--- src/hdl/bplm_pkg.sv ---
// Shared types, constants and codes of the breakpoint linear mapper.
package bplm_pkg;

  // Breakpoint table geometry.
  localparam int TABLE_SLOTS = 7;
  localparam int MAX_POINTS  = 7;
  localparam int TBL_IDX_W   = 3;
  localparam int COUNT_W     = 3;
  localparam int CFG_IDX_W   = 3;
  localparam int CFG_DATA_W  = 32;

  // Signed Q8.8 values and the shared add/subtract unit width.
  localparam int VAL_W = 16;
  localparam int ALU_W = VAL_W + 2;
  localparam int DIV_STEPS = VAL_W;
  localparam int DIV_CNT_W = 4;

  // Configuration register indexes.
  localparam logic [CFG_IDX_W-1:0] CFG_POINT_COUNT = 3'd0;
  localparam logic [CFG_IDX_W-1:0] CFG_POINT_0     = 3'd1;

  typedef struct packed {
    logic signed [VAL_W-1:0] in_value;
    logic                    in_trigger;
  } in_item_t;

  typedef struct packed {
    logic signed [VAL_W-1:0] out_value;
    logic                    out_trigger;
  } out_item_t;

  typedef enum logic {
    ALU_ADD,
    ALU_SUB
  } alu_op_t;

  typedef enum logic [3:0] {
    ST_IDLE,
    ST_LOW,
    ST_HIGH,
    ST_SEARCH,
    ST_LOAD,
    ST_DX,
    ST_DY,
    ST_ABS,
    ST_T,
    ST_MUL,
    ST_DIV,
    ST_FIN,
    ST_DONE
  } state_t;

  // Read port of the breakpoint table as seen by the sequencer.
  typedef struct packed {
    logic [COUNT_W-1:0]    count;
    logic [CFG_DATA_W-1:0] data;
  } tbl_rd_t;

endpackage

--- src/hdl/bplm_alu.sv ---
// Shared add/subtract unit used for every compare, difference and division step.
module bplm_alu
  import bplm_pkg::*;
(
  input  alu_op_t                 op,
  input  logic signed [ALU_W-1:0] a,
  input  logic signed [ALU_W-1:0] b,
  output logic signed [ALU_W-1:0] y
);

  always_comb begin
    unique case (op)
      ALU_ADD: y = a + b;
      ALU_SUB: y = a - b;
      default: y = a - b;
    endcase
  end

endmodule

--- src/hdl/bplm_regs.sv ---
// Configuration registers: breakpoint count and the breakpoint table with one read port.
module bplm_regs
  import bplm_pkg::*;
(
  input  logic                  clk,
  input  logic                  rst_n,
  input  logic                  cfg_valid,
  input  logic [CFG_IDX_W-1:0]  cfg_index,
  input  logic [CFG_DATA_W-1:0] cfg_data,
  input  logic [TBL_IDX_W-1:0]  rd_idx,
  output tbl_rd_t               rd
);

  logic [COUNT_W-1:0]    count_r;
  logic [CFG_DATA_W-1:0] tbl_r [TABLE_SLOTS];
  logic [TBL_IDX_W-1:0]  wr_idx;

  assign wr_idx = cfg_index - CFG_POINT_0;

  always_ff @(posedge clk) begin
    if (!rst_n) begin
      count_r <= '0;
      for (int i = 0; i < TABLE_SLOTS; i++) begin
        tbl_r[i] <= '0;
      end
    end else if (cfg_valid) begin
      if (cfg_index == CFG_POINT_COUNT) begin
        count_r <= cfg_data[COUNT_W-1:0];
      end else if (wr_idx < TBL_IDX_W'(TABLE_SLOTS)) begin
        tbl_r[wr_idx] <= cfg_data;
      end
    end
  end

  always_comb begin
    rd.count = (count_r > COUNT_W'(MAX_POINTS)) ? COUNT_W'(MAX_POINTS) : count_r;
    rd.data  = (rd_idx < TBL_IDX_W'(TABLE_SLOTS)) ? tbl_r[rd_idx] : '0;
  end

endmodule

--- src/hdl/bplm_core.sv ---
// Sequencer and datapath: breakpoint search, differences, multiply and serial division.
module bplm_core
  import bplm_pkg::*;
(
  input  logic                 clk,
  input  logic                 rst_n,
  input  logic                 start,
  input  in_item_t             item,
  input  tbl_rd_t              rd,
  output logic [TBL_IDX_W-1:0] rd_idx,
  input  logic                 out_free,
  output logic                 busy,
  output logic                 done,
  output out_item_t            result
);

  state_t state_r, state_nxt;

  logic [TBL_IDX_W-1:0]    k_r, k_nxt;
  logic signed [VAL_W-1:0] v_r, v_nxt;
  logic                    trig_r, trig_nxt;
  logic [CFG_DATA_W-1:0]   prev_r, prev_nxt;
  logic [VAL_W-1:0]        dx_r, dx_nxt;
  logic signed [VAL_W:0]   dy_r, dy_nxt;
  logic                    neg_r, neg_nxt;
  logic [VAL_W-1:0]        t_r, t_nxt;
  logic [VAL_W-1:0]        rem_r, rem_nxt;
  logic [VAL_W-1:0]        quo_r, quo_nxt;
  logic [DIV_CNT_W-1:0]    cnt_r, cnt_nxt;
  logic signed [VAL_W-1:0] res_r, res_nxt;

  alu_op_t                 alu_op;
  logic signed [ALU_W-1:0] alu_a, alu_b, alu_y;
  logic                    alu_neg, alu_le0;

  logic [TBL_IDX_W-1:0]    last_idx;
  logic signed [VAL_W-1:0] rd_x, rd_y, prev_x, prev_y;
  logic [2*VAL_W-1:0]      prod;
  logic [VAL_W:0]          shifted;
  logic [VAL_W:0]          mag_q;

  bplm_alu u_alu (
    .op (alu_op),
    .a  (alu_a),
    .b  (alu_b),
    .y  (alu_y)
  );

  assign last_idx = rd.count - TBL_IDX_W'(1);
  assign rd_x     = rd.data[CFG_DATA_W-1:VAL_W];
  assign rd_y     = rd.data[VAL_W-1:0];
  assign prev_x   = prev_r[CFG_DATA_W-1:VAL_W];
  assign prev_y   = prev_r[VAL_W-1:0];
  assign alu_neg  = alu_y[ALU_W-1];
  assign alu_le0  = alu_neg || (alu_y == '0);
  assign prod     = dy_r[VAL_W-1:0] * t_r;
  assign shifted  = {rem_r, quo_r[VAL_W-1]};
  // Floor rounding of a negative quotient bumps the magnitude when a remainder is left.
  assign mag_q    = {1'b0, quo_r} + (VAL_W+1)'(neg_r && (rem_r != '0));

  // Next state.
  always_comb begin
    state_nxt = state_r;
    unique case (state_r)
      ST_IDLE: begin
        if (start) begin
          state_nxt = (rd.count == '0) ? ST_DONE : ST_LOW;
        end
      end
      ST_LOW:    state_nxt = alu_le0 ? ST_DONE : ST_HIGH;
      ST_HIGH:   state_nxt = alu_neg ? ST_SEARCH : ST_DONE;
      ST_SEARCH: begin
        if (!((k_r < last_idx) && !alu_neg)) begin
          state_nxt = ST_LOAD;
        end
      end
      ST_LOAD:   state_nxt = ST_DX;
      ST_DX:     state_nxt = alu_le0 ? ST_DONE : ST_DY;
      ST_DY:     state_nxt = ST_ABS;
      ST_ABS:    state_nxt = ST_T;
      ST_T:      state_nxt = ST_MUL;
      ST_MUL:    state_nxt = ST_DIV;
      ST_DIV: begin
        if (cnt_r == DIV_CNT_W'(DIV_STEPS - 1)) begin
          state_nxt = ST_FIN;
        end
      end
      ST_FIN:    state_nxt = ST_DONE;
      ST_DONE: begin
        if (out_free) begin
          state_nxt = ST_IDLE;
        end
      end
      default:   state_nxt = ST_IDLE;
    endcase
  end

  // Outputs: table address, shared unit operands and handshake flags.
  always_comb begin
    rd_idx = '0;
    alu_op = ALU_SUB;
    alu_a  = '0;
    alu_b  = '0;
    busy   = (state_r != ST_IDLE);
    done   = (state_r == ST_DONE) && out_free;
    unique case (state_r)
      ST_IDLE: ;
      ST_LOW: begin
        rd_idx = '0;
        alu_a  = ALU_W'(v_r);
        alu_b  = ALU_W'(rd_x);
      end
      ST_HIGH: begin
        rd_idx = last_idx;
        alu_a  = ALU_W'(v_r);
        alu_b  = ALU_W'(rd_x);
      end
      ST_SEARCH: begin
        rd_idx = k_r;
        alu_a  = ALU_W'(v_r);
        alu_b  = ALU_W'(rd_x);
      end
      ST_LOAD: rd_idx = k_r - TBL_IDX_W'(1);
      ST_DX: begin
        rd_idx = k_r;
        alu_a  = ALU_W'(rd_x);
        alu_b  = ALU_W'(prev_x);
      end
      ST_DY: begin
        rd_idx = k_r;
        alu_a  = ALU_W'(rd_y);
        alu_b  = ALU_W'(prev_y);
      end
      ST_ABS: begin
        alu_a = '0;
        alu_b = ALU_W'(dy_r);
      end
      ST_T: begin
        alu_a = ALU_W'(v_r);
        alu_b = ALU_W'(prev_x);
      end
      ST_MUL: ;
      ST_DIV: begin
        alu_a = ALU_W'($signed({1'b0, shifted}));
        alu_b = ALU_W'($signed({1'b0, dx_r}));
      end
      ST_FIN: begin
        alu_op = neg_r ? ALU_SUB : ALU_ADD;
        alu_a  = ALU_W'(prev_y);
        alu_b  = ALU_W'($signed(mag_q));
      end
      ST_DONE: ;
      default: ;
    endcase
  end

  // Datapath register updates.
  always_comb begin
    k_nxt    = k_r;
    v_nxt    = v_r;
    trig_nxt = trig_r;
    prev_nxt = prev_r;
    dx_nxt   = dx_r;
    dy_nxt   = dy_r;
    neg_nxt  = neg_r;
    t_nxt    = t_r;
    rem_nxt  = rem_r;
    quo_nxt  = quo_r;
    cnt_nxt  = cnt_r;
    res_nxt  = res_r;
    unique case (state_r)
      ST_IDLE: begin
        if (start) begin
          v_nxt    = item.in_value;
          trig_nxt = item.in_trigger;
          res_nxt  = item.in_value;
        end
      end
      ST_LOW: begin
        res_nxt = rd_y;
      end
      ST_HIGH: begin
        res_nxt = rd_y;
        k_nxt   = TBL_IDX_W'(1);
      end
      ST_SEARCH: begin
        if ((k_r < last_idx) && !alu_neg) begin
          k_nxt = k_r + TBL_IDX_W'(1);
        end
      end
      ST_LOAD: prev_nxt = rd.data;
      ST_DX: begin
        dx_nxt  = alu_y[VAL_W-1:0];
        res_nxt = prev_y;
      end
      ST_DY: begin
        dy_nxt  = alu_y[VAL_W:0];
        neg_nxt = alu_neg;
      end
      ST_ABS: begin
        if (neg_r) begin
          dy_nxt = alu_y[VAL_W:0];
        end
      end
      ST_T: t_nxt = alu_y[VAL_W-1:0];
      ST_MUL: begin
        // The quotient is below 2^16, so the upper half already sits below the divisor.
        rem_nxt = prod[2*VAL_W-1:VAL_W];
        quo_nxt = prod[VAL_W-1:0];
        cnt_nxt = '0;
      end
      ST_DIV: begin
        cnt_nxt = cnt_r + DIV_CNT_W'(1);
        if (!alu_neg) begin
          rem_nxt = alu_y[VAL_W-1:0];
          quo_nxt = {quo_r[VAL_W-2:0], 1'b1};
        end else begin
          rem_nxt = shifted[VAL_W-1:0];
          quo_nxt = {quo_r[VAL_W-2:0], 1'b0};
        end
      end
      ST_FIN: res_nxt = alu_y[VAL_W-1:0];
      ST_DONE: ;
      default: ;
    endcase
  end

  always_ff @(posedge clk) begin
    if (!rst_n) begin
      state_r <= ST_IDLE;
    end else begin
      state_r <= state_nxt;
    end
  end

  always_ff @(posedge clk) begin
    k_r    <= k_nxt;
    v_r    <= v_nxt;
    trig_r <= trig_nxt;
    prev_r <= prev_nxt;
    dx_r   <= dx_nxt;
    dy_r   <= dy_nxt;
    neg_r  <= neg_nxt;
    t_r    <= t_nxt;
    rem_r  <= rem_nxt;
    quo_r  <= quo_nxt;
    cnt_r  <= cnt_nxt;
    res_r  <= res_nxt;
  end

  assign result.out_value   = res_r;
  assign result.out_trigger = trig_r;

endmodule

--- src/hdl/breakpoint_linear_mapper_top.sv ---
// Top level of the breakpoint linear mapper: register file, sequencer and output register.
//
//   Channel | Direction | Handshake          | Payload
//   in_     | input     | in_valid/in_stall  | in_data  (in_item_t)
//   out_    | output    | out_valid/out_stall| out_data (out_item_t)
//   cfg_    | input     | cfg_valid/cfg_ready| cfg_index, cfg_data
//
// An empty table passes the value through; a value at or beyond an end point is clamped to
// that point's y; when the enclosing pair has no positive x span the result is the lower
// point's y; otherwise the search, the differences, the multiply and the serial divider, one
// bit a cycle, interpolate it. The next request can be accepted in the first cycle the result
// is offered.
// rst_n is synchronous and clears the sequencer, the output valid and the configuration
// registers.
// in_stall is high while a request is in work; a finished result waits in the output
// register under out_stall, and the next request may be taken meanwhile.
module breakpoint_linear_mapper_top
  import bplm_pkg::*;
(
  input  logic                  clk,
  input  logic                  rst_n,
  input  logic                  in_valid,
  output logic                  in_stall,
  input  in_item_t              in_data,
  output logic                  out_valid,
  input  logic                  out_stall,
  output out_item_t             out_data,
  input  logic                  cfg_valid,
  output logic                  cfg_ready,
  input  logic [CFG_IDX_W-1:0]  cfg_index,
  input  logic [CFG_DATA_W-1:0] cfg_data
);

  tbl_rd_t              rd;
  logic [TBL_IDX_W-1:0] rd_idx;
  logic                 busy, done, start, out_free;
  out_item_t            result;

  logic      out_valid_r, out_valid_nxt;
  out_item_t out_data_r, out_data_nxt;

  assign cfg_ready = 1'b1;
  assign in_stall  = busy;
  assign start     = in_valid && !busy;
  assign out_free  = !out_valid_r || !out_stall;

  bplm_regs u_regs (
    .clk       (clk),
    .rst_n     (rst_n),
    .cfg_valid (cfg_valid && cfg_ready),
    .cfg_index (cfg_index),
    .cfg_data  (cfg_data),
    .rd_idx    (rd_idx),
    .rd        (rd)
  );

  bplm_core u_core (
    .clk      (clk),
    .rst_n    (rst_n),
    .start    (start),
    .item     (in_data),
    .rd       (rd),
    .rd_idx   (rd_idx),
    .out_free (out_free),
    .busy     (busy),
    .done     (done),
    .result   (result)
  );

  always_comb begin
    out_valid_nxt = out_valid_r;
    out_data_nxt  = out_data_r;
    if (done) begin
      out_valid_nxt = 1'b1;
      out_data_nxt  = result;
    end else if (!out_stall) begin
      out_valid_nxt = 1'b0;
    end
  end

  always_ff @(posedge clk) begin
    if (!rst_n) begin
      out_valid_r <= 1'b0;
    end else begin
      out_valid_r <= out_valid_nxt;
    end
  end

  always_ff @(posedge clk) begin
    out_data_r <= out_data_nxt;
  end

  assign out_valid = out_valid_r;
  assign out_data  = out_data_r;

endmodule

--- config.mk ---
export PLATFORM = sky130hd
export DESIGN_NAME = breakpoint_linear_mapper_top
export DESIGN_NICKNAME = d
export VERILOG_FILES = /design/src/hdl/bplm_pkg.sv /design/src/hdl/bplm_alu.sv /design/src/hdl/bplm_regs.sv /design/src/hdl/bplm_core.sv /design/src/hdl/breakpoint_linear_mapper_top.sv
export SDC_FILE = /design/constraint.sdc
export NUM_CORES = 1
export LEC_CHECK = 0
export ABC_AREA = 1
export BUFFER_PORTS_ARGS = -buffer_cell sky130_fd_sc_hd__buf_2
export CAP_MARGIN = 20
export CORE_ASPECT_RATIO = 0.8
export CORE_MARGIN = 2
export CORE_UTILIZATION = 55
export CTS_CLUSTER_DIAMETER = 50
export DETAILED_ROUTE_END_ITERATION = 7
export PLACE_DENSITY = 0.74
export SYNTH_ARGS = -nofsm -noshare
export SYNTH_HDL_FRONTEND = slang
export SYNTH_SLANG_ARGS = --single-unit
--- constraint.sdc ---
create_clock -name clk -period 6.74 [get_ports clk]
set_input_delay 0.674 -clock clk [delete_from_list [all_inputs] [get_ports clk]]
set_output_delay 0.674 -clock clk [all_outputs]
set_load 0.03 [all_outputs]
# Word-level counts from Yosys, hierarchy flattened
# Memories as Yosys holds them, arrays and structs flattened.
# Index checks and enable logic that the tools add are counted.
# word_totals
elab_cells	123
latch_bits	0
mem_count	1
ramBits	224
inputBits	57
ff_bits	179
romBits	0
out_inout_bits	20
# memory_table
memory	words	word_bits	read_ports	rd_clocked_by_memory_dff	wr	line	rtl
u_regs.tbl_r	7	32	1	0	7	bplm_regs.sv:15	logic [CFG_DATA_W-1:0] tbl_r [TABLE_SLOTS];
# classes
n_reduce_logical	32
n_div	0
magnitude_cmp	4
n_bitwise	1
addsub	8
shift	0
n_mux	39
n_eq_ne	20
mul	1
# op_table
operator	count
18-bit one-hot mux with 6 select lines	1
18-bit one-hot mux with 5 select lines	1
32-bit 2-to-1 mux	2
16-bit one-hot mux with 2 select lines	2
16-bit one-hot mux with 4 select lines	1
4-bit one-hot mux with 13 select lines	1
18-bit one-hot mux with 2 select lines	1
17-bit one-hot mux with 2 select lines	1
16-bit by 16-bit multiplier with 32-bit output	1
16-bit 2-to-1 mux	2
4-bit 2-to-1 mux	8
32-bit OR reduction	1
4-bit equality test (second input constant)	6
18-bit adder	1
18-bit zero test	1
18-bit subtractor	1
16-bit by 1-bit adder with 17-bit output	1
17-bit 2-to-1 mux	1
4-bit by 3-bit equality test with 1-bit output (second input constant)	4
16-bit nonzero test	1
1-bit 2-to-1 mux	12
2-bit by 1-bit != test with 1-bit output (second input constant)	5
2-bit AND reduction	5
3-bit 2-to-1 mux	3
24 further kinds	42

# Logic depth before layout (Yosys ltp)
# depth
ltp_word	13
ltp_mapped	39

# Cells and area by module
# Synthesis repeated with hierarchy kept, for this count alone.
# hier_totals
cells_unflattened	3560
area_unflattened_um2	30556.8
# modules_own_cells
module	n_inst	seq_area_each_um2	cells_per_inst	area_each_um2
bplm_core	1	4704.5	2109	17016.3
bplm_regs	1	7427.1	1171	11543.6
bplm_alu	1	0.0	254	1425.1
breakpoint_linear_mapper_top	1	530.5	26	571.8

# Worst setup path before layout
# Ideal clock, no wire load.
# synth_path
path_kind	register to register
startpoint	register u_core.dy_r[10]
endpoint	register u_core.rem_r[12], data pin
period_less_slack_ns	6.519
path_buffers	2
setup_ns	0.258
required_time_ns	6.482
arrival_ns	6.261
stages_incl_launch_ff	28
slack_ns	0.221
cell_sequence	edfxtp_1 > clkbuf_1 > clkbuf_1 > nand2_1 > fa_1 > inv_1 > fa_1 > inv_1 > fa_1 > fa_1 > inv_1 > fa_1 > inv_1 > fa_1 > inv_1 > ha_1 > a21oi_1 > a21boi_0 > o21ai_0 > inv_1 > o21ai_0 > a21oi_1 > o21ai_0 > a21oi_1 > o21ai_0 > a21oi_1 > o21ai_0 > nand2_1
# synth_between
elab_chain_len	5
word_cells_on_any_way	7
# synth_rtl
item	line	rtl
start: declaration	bplm_core.sv:24	logic signed [VAL_W:0] dy_r, dy_nxt;
start signal: assignment	bplm_core.sv:242	dy_r <= dy_nxt;
branches (longest 4 deep; another with 16-bit by 16-bit multiplier with 32-bit output)	--	
16-bit one-hot mux with 2 select lines (*)	bplm_core.sv:171	unique case (state_r)
named net u_core.rem_nxt[12]	bplm_core.sv:27	logic [VAL_W-1:0] rem_r, rem_nxt;
end signal: assignment	bplm_core.sv:245	rem_r <= rem_nxt;
end: declaration	bplm_core.sv:27	
# Mark *: on every way through the listed nets, which the timed path passes.
# A chain may end at the register's enable or synchronous reset.

# Final worst setup path
# layout_path
startpoint	register u_core.t_r[1]
endpoint	register u_core.rem_r[13], data pin
# layout_between
elab_chain_len	2
# layout_rtl
item	line	rtl
start: declaration	bplm_core.sv:26	logic [VAL_W-1:0] t_r, t_nxt;
start signal: assignment	bplm_core.sv:244	t_r <= t_nxt;
16-bit by 16-bit multiplier with 32-bit output	bplm_core.sv:56	assign prod = dy_r[VAL_W-1:0] * t_r;
16-bit one-hot mux with 2 select lines	bplm_core.sv:171	
named net u_core.rem_nxt[13]	bplm_core.sv:27	
# The timed path passes the listed nets, and every way through them passes these cells.

==> metrics <==
status=completed; Nets=~3,800; first-pass GRT wire length=126,000 um; flop2flop setup slack=340 ps; initial antenna violation count=0; commonest non-fill, non-tap cells in the layout=nand2_1, inv_1, edfxtp_1; XOR/XNOR Fraction of Synth Area=0.0142; top cell type's share of synthesized area=0.401; max incr delay on CP=540 ps; asr flop ratio synth=0; Total GRT Usage=0.295; fraction of layout cells with a size suffix above 1=0.110; post-synthesis mux area share=0; Synth Register Bits=435; vias in the first global route=roughly 22,000; clk_skew=roughly 36 ps; final core occ=0.618; synthesized-area fraction occupied by adder cells=0.188; Met1 Wirelength=between 30,000 and 40,000 um; dominant combinational cell family by area after synthesis=simple AND/OR/NAND/NOR gates; Synth cell types=65; cts hold-fix bufs=0; die height=212 um; worst reg2reg path depth=28; ys flop type=edfxtp_1; drt pass-1 iters=6; clock tree sinks=435; Max Buffers Root-to-Sink=3; htree depth=2; via count=~23,000; Met2 Wirelength=34,400 um; Worst R2R Start=u_core.t_r[1]; Compound-Gate Fraction of Synth Area=0.0758; DR WL/cell=19.5 um; Remaining DRCs=0; Syn. warnings=0; area leader, netlist=edfxtp_1; Inserted Diodes=0; worst hold start=in_data[0]; Startpoint Class=flop; site row count=76; IO Count=77; Routed Wire Length=81,500 um; Post-Synth Simple-Gate Area=0.196; Fmax=156 MHz; number of synthesized flops with an enable pin=roughly 400; Hold WC Path Type=in -> reg; cells after synthesis=3,309; synthesis-to-finish area growth=11.7%; max cap viols=0; CTS buffer count=48; TritonCTS clock tree=yes; CP Data Arrival Time=6720 ps; most common cell after layout, fill and taps aside=nand2_1; Post-Syn Area=0.0296 mm^2; final setup violation count=0; clk slew on worst S/H paths=70 ps; Core ar.=between 0.05 and 0.06 mm^2; Avg Inst Size Synth=8.95 um^2; Worst-Skew Late Latency=600 ps; Synth area leaders=edfxtp_1, fa_1, nand2_1, inv_1, ha_1; Total Die Area=0.0557 mm^2; Final period util=0.950; Top Layer Used=met4; DP Wirelength=58,700 um; vias per cell=5.62; met3 routed WL=10,400 um; sequential-to-total area share from yosys stat=0.428; WHS Path Cells=1; reg2reg end=u_core.rem_r[13]; min cycle time layout=6400 ps; crit path max-delay cell type=fa_1; Worst slew margin=0.232; largest net degree at the start of global routing=80; maximum fanout along the worst path=7; Final Wtd Congestion=0.983; total grt overflow=0; DRT antenna net count=0; initial core utilization=0.553; DR iter-0 viols=2,733; die width=263 um; clock tree root buffer cell=clkbuf_16; Critical Path End Type=flop; Setup TNS=0 ps; Hold Violations, Final=0; Setup CP Type=reg -> reg; Port Buffers=75; Worst-Margin Slew=approximately 1100 ps; Slew Viols, Final=0; Required @ worst endpoint=slightly above 7000 ps; Worst Hold End=u_core.trig_r
metrics by stage:
step / cells / cell area (um^2) / setup WS [ps] / hold slack [ps]
final: 4177 / 33100 / 336 / 247
after global routing: 4177 / 33100 / -25.2 / 238
after CTS: 4148 / 32800 / 128 / 218
after detailed placement: 4058 / 31200 / 173 / 405
after global placement: 4058 / 31200 / 264 / 402
after floorplan: 3340 / 29700 / 221 / 400
routing by layer:
| metal | global-route usage | up-vias |
|---|---|---|
| li1 | - | 10900 |
| met1 | 0.436 | 11100 |
| met2 | 0.431 | 1335 |
| met3 | 0.0706 | 133 |
| met4 | 0.0914 | 0 |
| met5 | 0 | - |
cells by family (layout without fill, tap and decap cells):
family                   after synthesis  in the layout
AND/OR/NAND/NOR                     1392           1392
buffers and inverters                734            869
flip-flops                           435            435
AO/OA/AOI/OAI                        371            371
adder cells (fa/ha/maj)              328            328
XOR/XNOR                              47             47
other                                  2             33
Yosys cell counts (all sizes together), types with 5 or more instances:
library cell	count
a221oi	16
nor3	21
o21ai	109
nor2	324
buf	44
fa	195
nor4	8
clkbuf	126
ha	133
or2	5
dfxtp	40
xor2	25
o2111ai	16
xnor2	22
a32o	14
a211oi	6
nand3	226
a31oi	8
a21oi	148
nand4	8
nand2	794
clkinv	6
edfxtp	395
inv	558
o22ai	20
worst max path at each step:
stage	from	end	slack [ps]
after detailed placement	u_core.t_r[1]	u_core.rem_r[12]	170
after floorplan	u_core.dy_r[10]	u_core.rem_r[12]	220
after global routing	u_core.t_r[1]	u_core.rem_r[12]	-30
after global placement	u_core.t_r[1]	u_core.rem_r[12]	260
final	u_core.t_r[1]	u_core.rem_r[13]	340
after CTS	u_core.t_r[1]	u_core.rem_r[12]	130
final cells by class:
class,instances,area (um^2)
Tap cell,702,878
Sequential cell,435,12700
Clock buffer,55,1260
Clock inverter,35,367
Multi-Input combinational cell,2171,14300
Timing Repair Buffer,215,1500
Inverter,564,2130
Fill cell,4491,20500
critical path: cells and delay by family (launching register included):
family | cells | cell delay [ps]
AO/OA/AOI/OAI | 7 | 1030
adder cells (fa/ha/maj) | 7 | 3370
AND/OR/NAND/NOR | 7 | 680
flip-flops | 1 | 500
buffers and inverters | 7 | 530
state kept, by name (all words and copies together), names as in the netlist, 3 cells and up:
register and count:
u_core.cnt_r 4, u_core.prev_r 32, out_data 17, u_core.dx_r 16
u_core.state_r 4, u_core.k_r 3, u_core.quo_r 16, u_core.t_r 16
u_core.dy_r 17, u_core.rem_r 16, u_regs.tbl_r 256, u_core.res_r 16
u_regs.count_r 3, u_core.v_r 16
timing repair:
action / in CTS / in global routing
setup buffers: 0 / 29
setup endpoints to repair: 0 / 24
resized for setup: 0 / 17
Power is left out: the tool's default activity adds up to more than one toggle a clock period on the data nets, which glitch-free logic cannot reach.
